[config.mk]
export PLATFORM = sky130hd
export DESIGN_NAME = binary_record_packer_unit
export DESIGN_NICKNAME = d
export VERILOG_FILES = /design/src/sv/brp_pkg.sv /design/src/sv/binary_record_packer_unit.sv /design/src/sv/brp_front.sv /design/src/sv/brp_queue.sv /design/src/sv/brp_back.sv
export SDC_FILE = /design/constraint.sdc
export NUM_CORES = 1
export LEC_CHECK = 0
export ABC_AREA = 0
export BUFFER_PORTS_ARGS = -buffer_cell sky130_fd_sc_hd__buf_4
export CAP_MARGIN = 20
export CORE_MARGIN = 2
export CORE_UTILIZATION = 35
export DETAILED_ROUTE_END_ITERATION = 8
export MAX_ROUTING_LAYER = met4
export PLACE_DENSITY_LB_ADDON = 0.25
export SLEW_MARGIN = 20
export SYNTH_ARGS = -nofsm -noshare
export SYNTH_HDL_FRONTEND = slang
export SYNTH_SLANG_ARGS = --single-unit
[constraint.sdc]
create_clock -name clk -period 9.4 [get_ports clk]
set_input_delay 0.47 -clock clk [delete_from_list [all_inputs] [get_ports clk]]
set_output_delay 0.47 -clock clk [all_outputs]
set_load 0.02 [all_outputs]
[src/sv/brp_pkg.sv]
`timescale 1ns / 1ps
// Shared types and codes for the binary record packer.
// No dependencies; every other file of the block imports this package.
package brp_pkg;

  localparam logic [3:0] FUNC_BEGIN  = 4'd0;
  localparam logic [3:0] FUNC_FLAG   = 4'd1;
  localparam logic [3:0] FUNC_INT8   = 4'd2;
  localparam logic [3:0] FUNC_INT16  = 4'd3;
  localparam logic [3:0] FUNC_INT24  = 4'd4;
  localparam logic [3:0] FUNC_INT32  = 4'd5;
  localparam logic [3:0] FUNC_INT64  = 4'd6;
  localparam logic [3:0] FUNC_REAL16 = 4'd7;
  localparam logic [3:0] FUNC_REAL32 = 4'd8;
  localparam logic [3:0] FUNC_REAL64 = 4'd9;
  localparam logic [3:0] FUNC_END    = 4'd10;

  localparam logic REG_CAPACITY   = 1'b0;
  localparam logic REG_FLAG_BYTES = 1'b1;

  typedef struct packed {
    logic [3:0]  func;
    logic [63:0] value;
  } brp_req_t;

  typedef struct packed {
    logic        kind;
    logic [7:0]  byte_value;
    logic [7:0]  byte_index;
    logic [7:0]  record_length;
    logic        success;
    logic        last;
  } brp_res_t;

  typedef enum logic [1:0] {
    OP_BEGIN,
    OP_FLAG,
    OP_BYTES,
    OP_END
  } brp_op_t;

  typedef struct packed {
    brp_op_t     op;
    logic [3:0]  nbytes;
    logic [63:0] data;
  } brp_cmd_t;

  typedef struct packed {
    logic [7:0] capacity;
    logic [3:0] flag_bytes;
  } brp_cfg_t;

endpackage

[src/sv/binary_record_packer_unit.sv]
`timescale 1ns / 1ps
// Binary record packer: a request passes through the command queue, the serializer's command
// register and the result register before its first result is offered. Throughput is set by
// the serializer, which emits one byte per cycle while the output is not stalled.
// A four-entry command queue lets requests arrive while bytes are still leaving.
// Synchronous reset clears the queue, the record state and the output; registers return
// to capacity 255 and zero flag bytes.
module binary_record_packer_unit import brp_pkg::*; #(
  parameter int QUEUE_DEPTH = 4
) (
  input  logic        clk,
  input  logic        rst,
  input  logic        req_valid,
  output logic        req_stall,
  input  brp_req_t    req_item,
  output logic        res_valid,
  input  logic        res_stall,
  output brp_res_t    res_item,
  input  logic        psel,
  input  logic        penable,
  input  logic        pwrite,
  input  logic [2:0]  paddr,
  input  logic [31:0] pwdata,
  output logic [31:0] prdata,
  output logic        pready
);

  brp_cfg_t cfg;
  logic     q_full;
  logic     q_valid;
  logic     push;
  logic     pop;
  brp_cmd_t push_cmd;
  brp_cmd_t head;

  assign pready = 1'b1;
  assign prdata = (paddr[2] == REG_FLAG_BYTES) ? {28'b0, cfg.flag_bytes}
                                               : {24'b0, cfg.capacity};

  always_ff @(posedge clk) begin
    if (rst) begin
      cfg.capacity   <= 8'd255;
      cfg.flag_bytes <= 4'd0;
    end else if (psel && penable && pwrite) begin
      if (paddr[2] == REG_CAPACITY) begin
        cfg.capacity <= pwdata[7:0];
      end else begin
        cfg.flag_bytes <= pwdata[3:0];
      end
    end
  end

  brp_front u_front (
    .req_valid (req_valid),
    .req_item  (req_item),
    .q_full    (q_full),
    .req_stall (req_stall),
    .push      (push),
    .cmd       (push_cmd)
  );

  brp_queue #(.DEPTH(QUEUE_DEPTH)) u_queue (
    .clk       (clk),
    .rst       (rst),
    .push      (push),
    .push_cmd  (push_cmd),
    .pop       (pop),
    .full      (q_full),
    .not_empty (q_valid),
    .head      (head)
  );

  brp_back u_back (
    .clk       (clk),
    .rst       (rst),
    .cfg       (cfg),
    .q_valid   (q_valid),
    .q_cmd     (head),
    .pop       (pop),
    .res_valid (res_valid),
    .res_stall (res_stall),
    .res_item  (res_item)
  );

endmodule

[src/sv/brp_front.sv]
`timescale 1ns / 1ps
// Front end: accepts requests, decodes the function code and builds a command.
// Depends on brp_pkg; feeds brp_queue.
module brp_front import brp_pkg::*; (
  input  logic     req_valid,
  input  brp_req_t req_item,
  input  logic     q_full,
  output logic     req_stall,
  output logic     push,
  output brp_cmd_t cmd
);

  localparam logic [31:0] HALF_RND  = 32'h0000_1000;
  localparam logic [15:0] HALF_SAT  = 16'h7FFF;
  localparam logic [23:0] SUB_BIAS  = 24'h7FF000;
  localparam logic [7:0]  EXP_BIAS  = 8'd112;
  localparam logic [7:0]  EXP_SUB   = 8'd101;
  localparam logic [7:0]  EXP_MAX   = 8'd143;
  localparam logic [7:0]  SUB_SHIFT = 8'd125;

  function automatic logic [15:0] to_half(input logic [31:0] x);
    logic [31:0] b;
    logic [7:0]  e;
    logic [22:0] m;
    logic [15:0] h;
    logic [23:0] s;
    logic [4:0]  sh;
    logic [23:0] q;
    logic [23:0] r;
    b = x + HALF_RND;
    e = b[30:23];
    m = b[22:0];
    h = {b[31], 15'b0};
    s = SUB_BIAS + {1'b0, m};
    sh = 5'(SUB_SHIFT - e);
    q = s >> sh;
    r = q + 24'd1;
    if (e > EXP_BIAS) begin
      h = h | {1'b0, 5'(e - EXP_BIAS), m[22:13]};
    end
    if (e <= EXP_BIAS && e > EXP_SUB) begin
      h = h | r[16:1];
    end
    if (e > EXP_MAX) begin
      h = h | HALF_SAT;
    end
    return h;
  endfunction

  logic known;

  assign req_stall = q_full;

  always_comb begin
    known      = 1'b1;
    cmd.op     = OP_BYTES;
    cmd.nbytes = 4'd1;
    cmd.data   = req_item.value;
    case (req_item.func)
      FUNC_BEGIN:  cmd.op = OP_BEGIN;
      FUNC_FLAG:   cmd.op = OP_FLAG;
      FUNC_INT8:   cmd.nbytes = 4'd1;
      FUNC_INT16:  cmd.nbytes = 4'd2;
      FUNC_INT24:  cmd.nbytes = 4'd3;
      FUNC_INT32:  cmd.nbytes = 4'd4;
      FUNC_INT64:  cmd.nbytes = 4'd8;
      FUNC_REAL16: begin
        cmd.nbytes = 4'd2;
        cmd.data   = {48'b0, to_half(req_item.value[31:0])};
      end
      FUNC_REAL32: cmd.nbytes = 4'd4;
      FUNC_REAL64: cmd.nbytes = 4'd8;
      FUNC_END:    cmd.op = OP_END;
      default:     known = 1'b0;
    endcase
  end

  assign push = req_valid && !q_full && known;

endmodule

[src/sv/brp_queue.sv]
`timescale 1ns / 1ps
// Command queue between the front end and the serializer.
// Depends on brp_pkg for the command type.
module brp_queue import brp_pkg::*; #(
  parameter int DEPTH = 4
) (
  input  logic     clk,
  input  logic     rst,
  input  logic     push,
  input  brp_cmd_t push_cmd,
  input  logic     pop,
  output logic     full,
  output logic     not_empty,
  output brp_cmd_t head
);

  localparam int AW = (DEPTH > 1) ? $clog2(DEPTH) : 1;
  localparam int CW = $clog2(DEPTH + 1);
  localparam logic [AW-1:0] LAST_PTR = AW'(DEPTH - 1);
  localparam logic [CW-1:0] FULL_CNT = CW'(DEPTH);

  brp_cmd_t      entries [DEPTH];
  logic [AW-1:0] wr_ptr;
  logic [AW-1:0] rd_ptr;
  logic [CW-1:0] count;

  assign full      = (count == FULL_CNT);
  assign not_empty = (count != '0);
  assign head      = entries[rd_ptr];

  always_ff @(posedge clk) begin
    if (push) begin
      entries[wr_ptr] <= push_cmd;
    end
    if (rst) begin
      wr_ptr <= '0;
      rd_ptr <= '0;
      count  <= '0;
    end else begin
      if (push) begin
        wr_ptr <= (wr_ptr == LAST_PTR) ? '0 : wr_ptr + AW'(1);
      end
      if (pop) begin
        rd_ptr <= (rd_ptr == LAST_PTR) ? '0 : rd_ptr + AW'(1);
      end
      if (push && !pop) begin
        count <= count + CW'(1);
      end else if (pop && !push) begin
        count <= count - CW'(1);
      end
    end
  end

endmodule

[src/sv/brp_back.sv]
`timescale 1ns / 1ps
// Serializer: runs queued commands, keeps record state, emits one byte per cycle when
// the output is not stalled. Depends on brp_pkg; drives the result output register.
module brp_back import brp_pkg::*; (
  input  logic     clk,
  input  logic     rst,
  input  brp_cfg_t cfg,
  input  logic     q_valid,
  input  brp_cmd_t q_cmd,
  output logic     pop,
  output logic     res_valid,
  input  logic     res_stall,
  output brp_res_t res_item
);

  logic        busy, busy_next;
  brp_op_t     op, op_next;
  logic [63:0] data, data_next;
  logic [3:0]  cnt, cnt_next;
  logic [7:0]  length_count, length_count_next;
  logic [63:0] flag_word, flag_word_next;
  logic [6:0]  flag_count, flag_count_next;
  logic        ok_flag, ok_flag_next;
  logic        res_valid_next;
  brp_res_t    res_item_next;

  logic        adv;
  logic        done;
  logic        fits;
  logic        near_full;
  logic [6:0]  max_flags;
  logic [3:0]  end_bytes;

  always_comb begin
    case (cfg.flag_bytes)
      4'd1:    end_bytes = 4'd1;
      4'd2:    end_bytes = 4'd2;
      4'd4:    end_bytes = 4'd4;
      4'd8:    end_bytes = 4'd8;
      default: end_bytes = 4'd0;
    endcase
  end

  assign adv       = !res_valid || !res_stall;
  assign max_flags = {cfg.flag_bytes, 3'b000};
  assign fits      = ({1'b0, length_count} + 9'd1) <= {1'b0, cfg.capacity};
  assign near_full = ({1'b0, length_count} + 9'd2) > {1'b0, cfg.capacity};

  always_comb begin
    busy_next         = busy;
    op_next           = op;
    data_next         = data;
    cnt_next          = cnt;
    length_count_next = length_count;
    flag_word_next    = flag_word;
    flag_count_next   = flag_count;
    ok_flag_next      = ok_flag;
    res_valid_next    = adv ? 1'b0 : res_valid;
    res_item_next     = res_item;
    done              = 1'b0;
    pop               = 1'b0;

    if (busy && adv) begin
      case (op)
        OP_BEGIN: begin
          length_count_next = '0;
          flag_word_next    = '0;
          flag_count_next   = '0;
          ok_flag_next      = 1'b1;
          done              = 1'b1;
        end
        OP_FLAG: begin
          if (flag_count >= max_flags) begin
            ok_flag_next = 1'b0;
          end else begin
            if (data[0] && !flag_count[6]) begin
              flag_word_next = flag_word | (64'd1 << flag_count[5:0]);
            end
            flag_count_next = flag_count + 7'd1;
          end
          done = 1'b1;
        end
        OP_BYTES, OP_END: begin
          if (cnt != 4'd0) begin
            if (fits) begin
              res_valid_next              = 1'b1;
              res_item_next.kind          = 1'b0;
              res_item_next.byte_value    = data[7:0];
              res_item_next.byte_index    = length_count;
              res_item_next.record_length = '0;
              res_item_next.success       = ok_flag;
              res_item_next.last          = (op == OP_BYTES) && (cnt == 4'd1 || near_full);
              length_count_next           = length_count + 8'd1;
              data_next                   = {8'b0, data[63:8]};
              cnt_next                    = cnt - 4'd1;
              done                        = (op == OP_BYTES) && (cnt == 4'd1);
            end else begin
              ok_flag_next = 1'b0;
              cnt_next     = '0;
              done         = (op == OP_BYTES);
            end
          end else begin
            res_valid_next              = 1'b1;
            res_item_next.kind          = 1'b1;
            res_item_next.byte_value    = '0;
            res_item_next.byte_index    = '0;
            res_item_next.record_length = ok_flag ? length_count : 8'd0;
            res_item_next.success       = ok_flag;
            res_item_next.last          = 1'b1;
            done                        = 1'b1;
          end
        end
        default: done = 1'b1;
      endcase
    end

    if (done) begin
      busy_next = 1'b0;
    end

    if (q_valid && (!busy || done)) begin
      pop       = 1'b1;
      busy_next = 1'b1;
      op_next   = q_cmd.op;
      if (q_cmd.op == OP_END) begin
        data_next = flag_word_next;
        cnt_next  = end_bytes;
      end else begin
        data_next = q_cmd.data;
        cnt_next  = q_cmd.nbytes;
      end
    end
  end

  always_ff @(posedge clk) begin
    op       <= op_next;
    data     <= data_next;
    cnt      <= cnt_next;
    res_item <= res_item_next;
    if (rst) begin
      busy         <= 1'b0;
      length_count <= '0;
      flag_word    <= '0;
      flag_count   <= '0;
      ok_flag      <= 1'b1;
      res_valid    <= 1'b0;
    end else begin
      busy         <= busy_next;
      length_count <= length_count_next;
      flag_word    <= flag_word_next;
      flag_count   <= flag_count_next;
      ok_flag      <= ok_flag_next;
      res_valid    <= res_valid_next;
    end
  end

endmodule

* Word-level counts from Yosys, hierarchy flattened
Memory sizes are Yosys's and may differ from the RTL's. A register that Yosys moved wholly into a read port is not among the register bits.
Index checks and enable logic that the tools add are counted.
** Word-level totals
- Latch bits :: 0
- Flip-flop bits (word level) :: 198
- Memories kept :: 1
- Output and inout bits :: 62
- ROM bits :: 0
- Input port bits :: 110
- Word-level logic and storage cells :: 182
- Memory bits (writable) :: 280
** Memory list
- u_queue.entries :: depth 4, bits a word 70, rd ports 1, clocked after Yosys merged registers in 1, write ports 1, RTL line brp_queue.sv:22 : brp_cmd_t entries [DEPTH];
** Cells by class
- Div/mod/pow operators :: 0
- Add/subtract/negate cells :: 14
- Multiplexer cells :: 58
- Equality and inequality tests :: 28
- Bitwise gates (word level) :: 4
- Shift-type cells :: 2
- $mul :: 0
- $lt $le $gt $ge :: 7
- Reduce and logical (&&, ||, !) cells :: 48
** Operator list (count)
- 64-bit two-way mux :: 10
- 64-bit one-hot mux with 2 select lines :: 1
- 64-bit bitwise OR :: 1
- 1-bit by 6-bit left shift with 64-bit output, first input constant :: 1
- 16-bit two-way mux :: 3
- 32-bit by 13-bit adder with 32-bit output, second input constant :: 1
- 8-bit two-way mux :: 4
- 4-bit one-hot mux with 4 select lines :: 2
- 27-bit two-way mux :: 1
- 23-bit by 23-bit adder with 24-bit output, first input constant :: 1
- 4-bit two-way mux :: 6
- 24-bit by 5-bit >> shifter with 17-bit output :: 1
- 4-bit by 3-bit == test with 1-bit output, second input constant :: 5
- 17-bit by 1-bit adder with 17-bit output, second input constant :: 1
- 1-bit two-way mux :: 17
- 4-bit == test, second input constant :: 4
- 8-bit by 7-bit > comparator with 1-bit output, second input constant :: 2
- 16-bit by 15-bit bitwise OR with 16-bit output :: 1
- 16-bit bitwise OR :: 1
- 8-bit one-hot mux with 2 select lines :: 1
- 2-bit nonzero test :: 8
- 15-bit two-way mux :: 1
- 7-bit one-hot mux with 2 select lines :: 1
- 4-bit by 1-bit == test with 1-bit output, second input constant :: 3
- 41 further kinds :: 84

* Longest topological paths before layout
Gate-level depths: netlist of the first run.
- Depth after elaboration :: 12
- Depth in mapped cells :: 24
- Gate-level depth less buffers :: 19

* Hierarchy
From an unflattened synthesis of the first run, not the netlist that was laid out.
** Unflattened totals
- Cells, all modules :: 2029
- Area total of the unflattened synthesis :: 24528.5 um^2
** Modules (own cells, without submodules)
- brp_queue :: cells each 410, times used 1, area an instance 10616.4 um^2
- brp_back :: cells each 903, times used 1, area an instance 8927.3 um^2
- brp_front :: cells each 626, times used 1, area an instance 4184.0 um^2
- binary_record_packer_unit :: cells each 90, times used 1, area an instance 800.8 um^2

* Worst setup path after synthesis of the first run
OpenSTA, ideal clock, no wires.
- Path type :: register to register
- Start point :: reg u_back.length_count[0]
- End point :: reg u_back.data[0], enable pin
- Arrival :: 6.971 ns
- Buffers on the path :: 0
- Required time :: 8.826 ns
- Slack :: 1.855 ns
- Clock period less this slack :: 7.545 ns
- Cell stages (with the launch flop) :: 13
- Cells stage by stage :: dfxtp_1 > ha_1 > ha_1 > nor2b_1 > o21a_1 > o21a_1 > o21a_1 > o21a_1 > o21a_1 > o31ai_1 > and2_0 > nand2_1 > o21ai_0
** On the way
- Longest elaborated chain between the ends :: 10
** Ends and longest elaborated chain
- start: declaration :: RTL line brp_back.sv:20 : logic [7:0] length_count, length_count_next;
- start signal: assignment :: RTL line brp_back.sv:149 : length_count <= length_count_next;
- 8-bit by 1-bit adder with 9-bit output * :: RTL line brp_back.sv:46 : assign fits = ({1'b0, length_count} + 9'd1) <= {1'b0, cfg.capacity};
- 9-bit by 8-bit <= comparator with 1-bit output * :: RTL line brp_back.sv:46
- 1-bit two-way mux :: RTL line brp_back.sv:85 : if (fits) begin
- 1-bit two-way mux :: RTL line brp_back.sv:84 : if (cnt != 4'd0) begin
- 1-bit one-hot mux with 2 select lines :: RTL line brp_back.sv:64 : case (op)
- 1-bit two-way mux :: RTL line brp_back.sv:63 : if (busy && adv) begin
- 1-bit logical OR :: RTL line brp_back.sv:121 : if (q_valid && (!busy || done)) begin
- 1-bit logical AND :: RTL line brp_back.sv:121
- 2-bit nonzero test (no line)
- 4-bit AND reduction (no line) *
- end signal: assignment :: RTL line brp_back.sv:137 : data <= data_next;
- end: declaration :: RTL line brp_back.sv:18 : logic [63:0] data, data_next;
Mark *: on every way between the ends. The rest lies on a longest branch, timed or not.
A chain may end at the register's enable or synchronous reset.

==> results.json, run 1 <==
{
  "status": "completed",
  "core_area_um2": 65600,
  "synth_top_area_cell": "edfxtp_1",
  "io_buffers": 120,
  "ys_warn_count": 0,
  "drt-wirelength-per-cell_um": 20.6,
  "holdPathEnd": "cfg[10]",
  "avgSynthCellArea_um2": 11.8,
  "finalSetupViolations": 0,
  "clk_latency_ns": 0.57,
  "synthTopCellsByArea": "edfxtp_1 (49%), dfxtp_1 (8.9%), mux4_2 (7.0%), a21oi_1 (5.4%), nor2_1 (4.6%)",
  "whs_ns": 0.138,
  "synth_seq_area_share_pct": 57.8,
  "numCtsBuffers": 46,
  "setup_tns_ns": 0,
  "fin_skew_ns": 0.0235,
  "ff2ff_setup_slack_ns": 4.39,
  "die_y_um": 261,
  "drt_iter0_markers": 1275,
  "viasPerCell": 5.40,
  "slew_headroom_pct": 30.5,
  "rows": 94,
  "p_seq_share_pct": 44.7,
  "ctsResizeCount": 0,
  "grt-ovfl-total": 0,
  "critPathRequiredTime_ns": 9.63,
  "ir_drop_mv": 0.238,
  "clock_power_share_pct": 26.4,
  "reg2regPathDepth": 17,
  "initial_core_util_pct": 35.3,
  "synth_common_cells": "edfxtp_1 (377), nor2_1 (281), a21oi_1 (249)",
  "postCtsSetupBuffers": 0,
  "grt_use_total_pct": 17.9,
  "hold_viol_final": 0,
  "drt-total-wl_mm": 60.4,
  "synthMuxAreaShare_pct": 8.21,
  "worst_slew_pin_slew_ns": 1.04,
  "ios": 172,
  "r2r-start": "u_back.length_count[2]",
  "cts_sinks": 480,
  "place.detailed.hpwl_mm": 40.5,
  "synth-simple-area-share_pct": 14.0,
  "fmax_ghz": 0.161,
  "critPathCaptureType": "register",
  "intPower_mw": 4.39,
  "crit_arrival_ns": 6.45,
  "drive_above_1_share_pct": 15.9,
  "grt_pass1_vias": 15400,
  "via_count": 15800,
  "grt_antenna_before_repair": 0,
  "whs_path_depth": 3,
  "grt_max_degree": 110,
  "synth_top_family_by_area": "simple AND/OR/NAND/NOR gates",
  "yosys.area.top_type_share_pct": 48.9,
  "ys_seq_elements": 480,
  "path_class": "in2reg",
  "power_frac_comb_pct": 28.9,
  "clk_pin_slew_ns": 0.06,
  "fin_crit_ns": 6.22,
  "slew_viol_final": 0,
  "syn_area_um2": 23200,
  "cts_tree": "built",
  "cts_root_buffer": "clkbuf_16",
  "grt_pass1_wl_mm": 92.0,
  "synthAdderAreaFrac_pct": 2.25,
  "cts_buffer_depth": 3,
  "hold_buffers": 0,
  "powerDensity_nw_per_um2": 250,
  "drc": 0,
  "synthFlopType": "edfxtp_1",
  "min_from": "pwdata[6]",
  "min_path_type": "in2reg",
  "final_util_pct": 39.8,
  "final_nets": 2177,
  "synth-edff-count": 377,
  "synth_compound_area_share_pct": 12.0,
  "timing.rr.end": "u_back.data[33]",
  "synthArstFlopShare_pct": 0,
  "antenna_left": 0,
  "min_period_over_period_pct": 66.2,
  "htreeDepth": 2,
  "syn_inst": 1970,
  "synth_xor_area_share_pct": 2.01,
  "yosysMostFrequentCell": "edfxtp_1",
  "crit_fanout": 37,
  "area_delta_synth_final_pct": 12.7,
  "maxCapViolCount": 0,
  "die_width_um": 261,
  "p_sw_share_pct": 32.7,
  "start_kind": "input pin",
  "p_sw_mw": 2.13,
  "yosysUniqueCellTypes": 97,
  "place_congestion": 0.918,
  "drt-pass1-iter-count": 5,
  "rsz0062_at_grt": "false",
  "leakage_nw": 8.87,
  "dieArea_um2": 68300
}
-- kinds of logic (layout without fill, tap and decap cells) --
kind of cell,Yosys count,after routing
and+or+nand+nor,647,647
other,2,27
buffers and inverters,192,262
adders and majority gates,41,41
xor gates and xnor gates,49,49
muxes,100,100
AOI/OAI and AO/OA,459,459
DFF,480,480
-- cell type report --
cell class | count | area [µm²]
multi-input combinational | 1321 | 9050
inverter | 36 | 136
timing repair buffer | 141 | 1060
sequential | 480 | 13400
fill | 6258 | 39500
clock buffer | 63 | 1220
tap | 864 | 1080
antenna | 2 | 5.00
clock inverter | 22 | 161
-- critical path, stage by stage --
cell and delay, ns:
buf_4 0.20, ha_1 0.44, nand4_4 0.23, or4_4 0.54, xor2_2 0.13, buf_4 0.39, inv_2 0.32, ha_1 0.39
xnor3_1 0.73, a21oi_1 0.51, o31ai_1 0.14, o21ai_1 0.29, ha_1 0.24, nand2_1 0.06, nor3_1 0.34, nor2_1 0.14
or2_1 0.30, nor3_2 0.19, xnor2_1 0.16, o221ai_1 0.22
-- power by group through the flow --
stage / registers [mW] / logic (mW) / clock network, mW
3_3_place_gp: 2.96 / 1.88 / 0
4_1_cts: 2.92 / 1.90 / 1.77
5_1_grt: 2.96 / 2.07 / 1.85
6_report: 2.92 / 1.88 / 1.72
2_1_floorplan: 2.94 / 1.34 / 0
3_5_place_dp: 2.97 / 1.89 / 0
-- worst max-delay path by stage --
stage,from,end,slack [ns],cells after the start
2_1_floorplan,u_back.length_count[0],u_back.data[0],1.86,12
3_3_place_gp,req_item[13],u_queue.entries[0][14],2.64,17
3_5_place_dp,req_item[12],u_queue.entries[3][14],2.78,17
4_1_cts,req_item[12],u_queue.entries[1][14],3.36,17
5_1_grt,req_item[13],u_queue.entries[1][9],2.81,20
6_report,req_item[12],u_queue.entries[1][9],3.18,20
-- state kept, by name (all words and copies together), names as in the netlist, 4 cells and up, named ones only --
signal	count
u_queue.entries	280
u_back.data	64
u_back.flag_word	64
u_back.res_item	27
cfg	12
u_back.length_count	8
u_back.flag_count	7
u_back.cnt	4
-- metrics by stage --
step | std cells | power, mW | instance area (µm²) | worst slack [ns]
after global routing | 2927 | 6.87 | 26100 | 2.81
after global placement | 2842 | 4.84 | 24700 | 2.64
after CTS | 2927 | 6.59 | 26100 | 3.36
after floorplan | 1993 | 4.28 | 23300 | 1.86
final | 2929 | 6.52 | 26100 | 3.18
after detailed placement | 2842 | 4.86 | 24700 | 2.78
-- routing by layer --
metal  part of all wire [%]  GRT usage (%)  vias to the layer above
met4                    1.6           3.96                        0
met1                     45           23.7                     7931
met5                      0              -                        -
met3                    4.4           1.97                       73
li1                       -              -                     7434
met2                     49           29.5                      371
-- cell usage in the layout (no fill, tap or decap), drive strengths merged, types with 9 or more instances in the layout --
master and instances:
a211oi 9, nand3 34, nor2b 11, o31ai 19, o311ai 9, or4 9, clkbuf 63, o21a 11
and2 72, xor2 23, nand4 23, inv 37, or3 9, mux4 72, mux2i 27, a31oi 14
or2 10, buf 141, edfxtp 377, nor4 17, and3 16, xnor2 24, clkinv 17, dfxtp 103
nand2 84, a21oi 250, conb 25, ha 40, o21ai 63, nand2b 14, nor3 38, nor2 282
o211ai 23
Power figures use the tool's default switching activity.
==> run 2, diff against run 1 <==
Settings changed: ABC_AREA 0 to 1.
Clock period 9.4 ns to 5.3 ns, I/O delays scaled along.
==> results.json, run 2 <==
{
  "status": "completed",
  "syn_inst": 2516,
  "worst_slew_pin_slew_ns": 0.899,
  "drc": 0,
  "fmax_ghz": 0.218,
  "ir_drop_mv": 0.380,
  "synthTopCellsByArea": "edfxtp_1 (49%), dfxtp_1 (9.0%), nand2_1 (7.8%), nor2_1 (7.0%), o21ai_0 (5.4%)",
  "initial_core_util_pct": 35.5,
  "path_class": "reg2reg",
  "synthFlopType": "edfxtp_1",
  "synth_compound_area_share_pct": 12.0,
  "antenna_left": 0,
  "area_delta_synth_final_pct": 14.7,
  "htreeDepth": 2,
  "rows": 93,
  "drt-wirelength-per-cell_um": 18.0,
  "syn_area_um2": 23000,
  "ys_warn_count": 0,
  "avgSynthCellArea_um2": 9.14,
  "leakage_nw": 10.3,
  "yosys.area.top_type_share_pct": 49.2,
  "min_path_type": "in2reg",
  "slew_headroom_pct": 40.1,
  "die_y_um": 260,
  "final_common_cell": "nand2_1",
  "powerDensity_nw_per_um2": 482,
  "yosysUniqueCellTypes": 58,
  "fillers": 6464,
  "drt-total-wl_mm": 63.0,
  "synth-simple-area-share_pct": 20.7,
  "drt_iter0_markers": 1301,
  "postCtsSetupBuffers": 0,
  "synth_top_family_by_area": "simple AND/OR/NAND/NOR gates",
  "ys_seq_elements": 480,
  "grt_pass1_wl_mm": 98.3,
  "synthArstFlopShare_pct": 0,
  "via_count": 17900,
  "largest_reg_flops": 280,
  "reg.largest.list": "u_queue.entries (280), u_back.data (64), u_back.flag_word (64)",
  "synth-edff-count": 377,
  "numCtsBuffers": 48,
  "min_period_over_period_pct": 86.4,
  "viasPerCell": 5.12,
  "grt_use_total_pct": 19.0,
  "io_buffers": 120,
  "crit_arrival_ns": 4.93,
  "grt_antenna_before_repair": 0,
  "slew_viol_final": 0,
  "finalSetupViolations": 0,
  "drt-pass1-iter-count": 6,
  "die_width_um": 260,
  "place_congestion": 0.867,
  "ios": 172,
  "synth_seq_area_share_pct": 58.2,
  "place.detailed.hpwl_mm": 41.6,
  "critPathCaptureType": "register",
  "maxCapViolCount": 0,
  "synthMuxAreaShare_pct": 0,
  "synth_top_area_cell": "edfxtp_1",
  "crit_fanout": 64,
  "grt-ovfl-total": 0,
  "synth_xor_area_share_pct": 0.724,
  "largest_register": "u_queue.entries",
  "setup_tns_ns": 0,
  "cts_root_buffer": "clkbuf_16",
  "fin_crit_ns": 4.58,
  "final-seq-area_um2": 13400,
  "final_nets": 2751,
  "start_kind": "register",
  "grt_pass1_vias": 17300,
  "cts_buffer_depth": 3,
  "grt_max_degree": 87,
  "yosysMostFrequentCell": "nand2_1",
  "synth_common_cells": "nand2_1 (477), nor2_1 (426), edfxtp_1 (377)",
  "layout_common_cells": "nand2_1 (473), nor2_1 (419), edfxtp_1 (377)",
  "cts_tree": "built",
  "cts_sinks": 480,
  "core_area_um2": 64700,
  "fin_skew_ns": 0.0240,
  "n_antenna_cell": 0,
  "final_util_pct": 40.8,
  "drive_above_1_share_pct": 10.9,
  "synthAdderAreaFrac_pct": 2.26,
  "clk_pin_slew_ns": 0.06,
  "critPathRequiredTime_ns": 5.65,
  "multi_input_area_um2": 8360,
  "dieArea_um2": 67800,
  "hold_viol_final": 0,
  "clk_latency_ns": 0.61,
  "rsz0062_at_grt": "false"
}
[run 2: cell types whose count changed after synthesis, sizes merged, moves of 72 or more]
cell,change
o21ai,+197
a21oi,-119
nand2,+410
nor2,+158
inv,+148
mux4,-72
nand3,+112
[run 2: cell families (layout without fill, tap and decap cells)]
group / count (synthesis) / in the layout
simple gates: 1140 / 1140
compound gates: 504 / 504
flops: 480 / 480
buf+inv: 333 / 433
fa+ha+maj: 41 / 41
xor+xnor: 16 / 16
other cells: 2 / 25
[run 2: layer usage]
layer  track usage [%]  vias to the layer above  wire length (µm)
li1                  -                     8699                 -
met1              23.9                     8689             27300
met3              2.19                       85              2640
met5                 -                        -                 0
met4              4.35                        0              1190
met2              32.7                      423             31900
[run 2: layout make-up]
cell class	instances	share of cell area, %
Clock buffer	62	4.87
Clock inverter	27	1.07
Inverter	188	2.70
Multi-Input combinational cell	1726	31.7
Sequential cell	480	50.8
Tap cell	855	4.06
Timing Repair Buffer	156	4.83
[run 2: metrics by stage]
stage | cell area, µm² | total power [mW] | cells | setup WS [ns] | hold slack [ns]
2_1_floorplan | 23100 | 7.90 | 2539 | 0.480 | 0.391
3_3_place_gp | 24700 | 9.32 | 3394 | 0.724 | 0.429
3_5_place_dp | 24700 | 9.40 | 3394 | 0.658 | 0.437
4_1_cts | 26400 | 12.8 | 3494 | 0.637 | 0.0160
5_1_grt | 26400 | 13.5 | 3494 | 0.201 | 0.0342
6_report | 26400 | 12.7 | 3494 | 0.718 | 0.0453
[run 2: where the power goes]
group	total [mW]	internal (mW)	switching [mW]
Clock	3.42	1.97	1.45
Sequential	5.16	4.93	0.229
Combinational	4.13	1.13	3.01
Total	12.7	8.02	4.69
[run 2: worst max-delay path: stages (launching register included)]
cell      delay [ns]
dfxtp_2         0.81
clkinv_1        0.71
o21ai_0         0.23
o22ai_1         0.13
nand2_2         0.08
buf_4           0.48
clkinv_1        0.68
nand2_1         0.20
buf_4           0.53
o21ai_0         0.20
nand2_1         0.10
nand2_1         0.05
[run 2: path summary, 6_finish.rpt]
check                                     startpoint                      to  slack [ns]  cells past startpoint
worst min register to register  u_back.flag_word[46]    u_back.flag_word[46]        0.45                      2
worst max-delay path                        register         u_back.data[35]        0.72                     11
worst min-delay path                    req_item[46]  u_queue.entries[2][46]        0.05                      3
worst max register to register              register         u_back.data[35]        0.72                     11
[run 2: repair_timing]
item,CTS,global route
hold endpoints to repair,20,0
gates resized for setup,0,0
hold buffers,11,0
endpoints found under the setup margin,0,0
==> run 3, diff against run 2 <==
Settings changed: PLACE_DENSITY_LB_ADDON 0.25 to default.
==> results.json, run 3 (same netlist as run 2, synthesis figures left out) <==
{
  "status": "completed",
  "ios": 172,
  "crit_arrival_ns": 4.63,
  "viasPerCell": 5.10,
  "clk_pin_slew_ns": 0.07,
  "drc": 0,
  "critical-path-top-delay-family": "buffers and inverters",
  "final_nets": 2748,
  "fillers": 6451,
  "path_cells": "inv_1 > o21ai_0 > o22ai_1 > nand2_2 > buf_4 > clkinv_1 > nand2_1 > buf_4 > o21ai_0 > nand2_1 > nand2_1",
  "worst_path_most_repeated_cell": "nand2_1",
  "intPower_mw": 8.04,
  "worstSetupEndpoint": "u_back.data[2]",
  "powerDensity_nw_per_um2": 482,
  "antenna_left": 0,
  "slew_headroom_pct": 40.8,
  "io_buffers": 120,
  "n_antenna_cell": 0,
  "postCtsSetupBuffers": 0,
  "setup_tns_ns": 0,
  "ir_drop_mv": 0.362,
  "grt_antenna_before_repair": 0,
  "grt-ovfl-total": 0,
  "cts_root_buffer": "clkbuf_16",
  "grt_use_total_pct": 18.6,
  "hold_buffers": 9,
  "largest_reg_flops": 280,
  "cts_tree": "built",
  "drt-wirelength-per-cell_um": 17.8,
  "place_congestion": 0.910,
  "fin_skew_ns": 0.0255,
  "critPathSlowestCell": "clkinv_1",
  "largest_register": "u_queue.entries",
  "rows": 93,
  "via_count": 17800,
  "drt_iter0_markers": 1499,
  "rsz0062_at_grt": "false",
  "clk_latency_ns": 0.59,
  "maxCapViolCount": 0,
  "cts_sinks": 480,
  "reg.largest.list": "u_queue.entries (280), u_back.data (64), u_back.flag_word (64)",
  "start_kind": "register",
  "leakage_nw": 10.3,
  "drt-total-wl_mm": 62.1,
  "p_sw_mw": 4.65,
  "layout_common_cells": "nand2_1 (473), nor2_1 (419), edfxtp_1 (377)",
  "worst_slew_pin_slew_ns": 0.887,
  "fin_crit_ns": 4.35,
  "dp.cells": 3393,
  "power_frac_comb_pct": 32.0,
  "min_period_over_period_pct": 82.0,
  "ctsResizeCount": 0,
  "final_common_cell": "nand2_1",
  "drt-pass1-iter-count": 5,
  "grt_pass1_vias": 17300,
  "whs_path_depth": 3,
  "grt_max_degree": 85,
  "clock_power_share_pct": 27.2,
  "crit_fanout": 64,
  "crit_cells": 11,
  "critPathCaptureType": "register",
  "whs_ns": 0.0409,
  "fmax_ghz": 0.230,
  "htreeDepth": 2,
  "core_area_um2": 64700,
  "p_seq_share_pct": 40.9,
  "cts_buffer_depth": 3,
  "hold_viol_final": 0,
  "slew_viol_final": 0,
  "reg2regPathDepth": 11,
  "place.detailed.hpwl_mm": 41.5,
  "grt_pass1_wl_mm": 96.1,
  "die_width_um": 260,
  "numCtsBuffers": 48,
  "dieArea_um2": 67800,
  "drive_above_1_share_pct": 10.9,
  "final_util_pct": 40.7,
  "timing.rr.end": "u_back.data[2]",
  "ff2ff_setup_slack_ns": 0.95,
  "finalNonFillerCells": 3491,
  "initial_core_util_pct": 35.5,
  "area_delta_synth_final_pct": 14.5,
  "die_y_um": 260,
  "slowest_delay_ns": 0.68,
  "min_from": "res_stall",
  "finalSetupViolations": 0,
  "critical_path_buf_inv_count": 4,
  "min_path_type": "in2reg",
  "p_sw_share_pct": 36.6,
  "critPathRequiredTime_ns": 5.58,
  "path_class": "reg2reg"
}
run 3: cell count changes in the layout (fill, tap and decap cells not counted), moves of 2 or more:
cell and delta:
buf_12 -2, bufinv_16 +2, clkbuf_1 -4, clkinv_1 +2, clkinv_2 -4, clkinvlp_4 +3, dlygate4sd3_1 -2, inv_16 -2
inv_6 +3
run 3: power by group through the flow:
stage	Combinational [mW]	Sequential [mW]	Clock (mW)
2_1_floorplan	2.65	5.25	0
5_1_grt	4.51	5.25	3.66
4_1_cts	4.08	5.19	3.51
3_3_place_gp	3.99	5.25	0
6_report	4.06	5.19	3.45
3_5_place_dp	4.07	5.27	0
run 3: per-layer routing:
layer / wire length [µm] / track usage, %
met2: 31200 / 31.8
met4: 1530 / 5.41
met1: 26600 / 23.1
met3: 2830 / 2.38
met5: 0 / -
run 3: worst min-delay path, cell delays in order:
cell     delay, ns
buf_4         0.11
nand2_1       0.12
a21oi_1       0.08
run 3: how the worst min path moves through the flow:
stage	end	slack, ns
floorplan	cfg[4]	0.39
global placement	u_back.flag_word[39]	0.43
detailed placement	u_back.flag_word[40]	0.44
CTS	u_back.length_count[1]	0.01
global route	u_back.length_count[3]	0.04
finish	u_back.res_valid	0.04
run 3: area by class of cell:
| type | instances | area [µm²] | area share (%) |
|---|---|---|---|
| Inverter | 188 | 711 | 2.70 |
| Clock inverter | 33 | 362 | 1.37 |
| Clock buffer | 56 | 1230 | 4.68 |
| Sequential cell | 480 | 13400 | 50.8 |
| Tap cell | 855 | 1070 | 4.06 |
| Timing Repair Buffer | 153 | 1220 | 4.64 |
| Multi-Input combinational cell | 1726 | 8350 | 31.7 |
run 3: metrics by stage:
step,setup slack (ns),cell area (µm²),power (mW)
6_report,0.952,26300,12.7
5_1_grt,0.499,26300,13.4
4_1_cts,0.886,26300,12.8
3_5_place_dp,0.930,24600,9.33
3_3_place_gp,1.02,24600,9.24
2_1_floorplan,0.480,23100,7.90
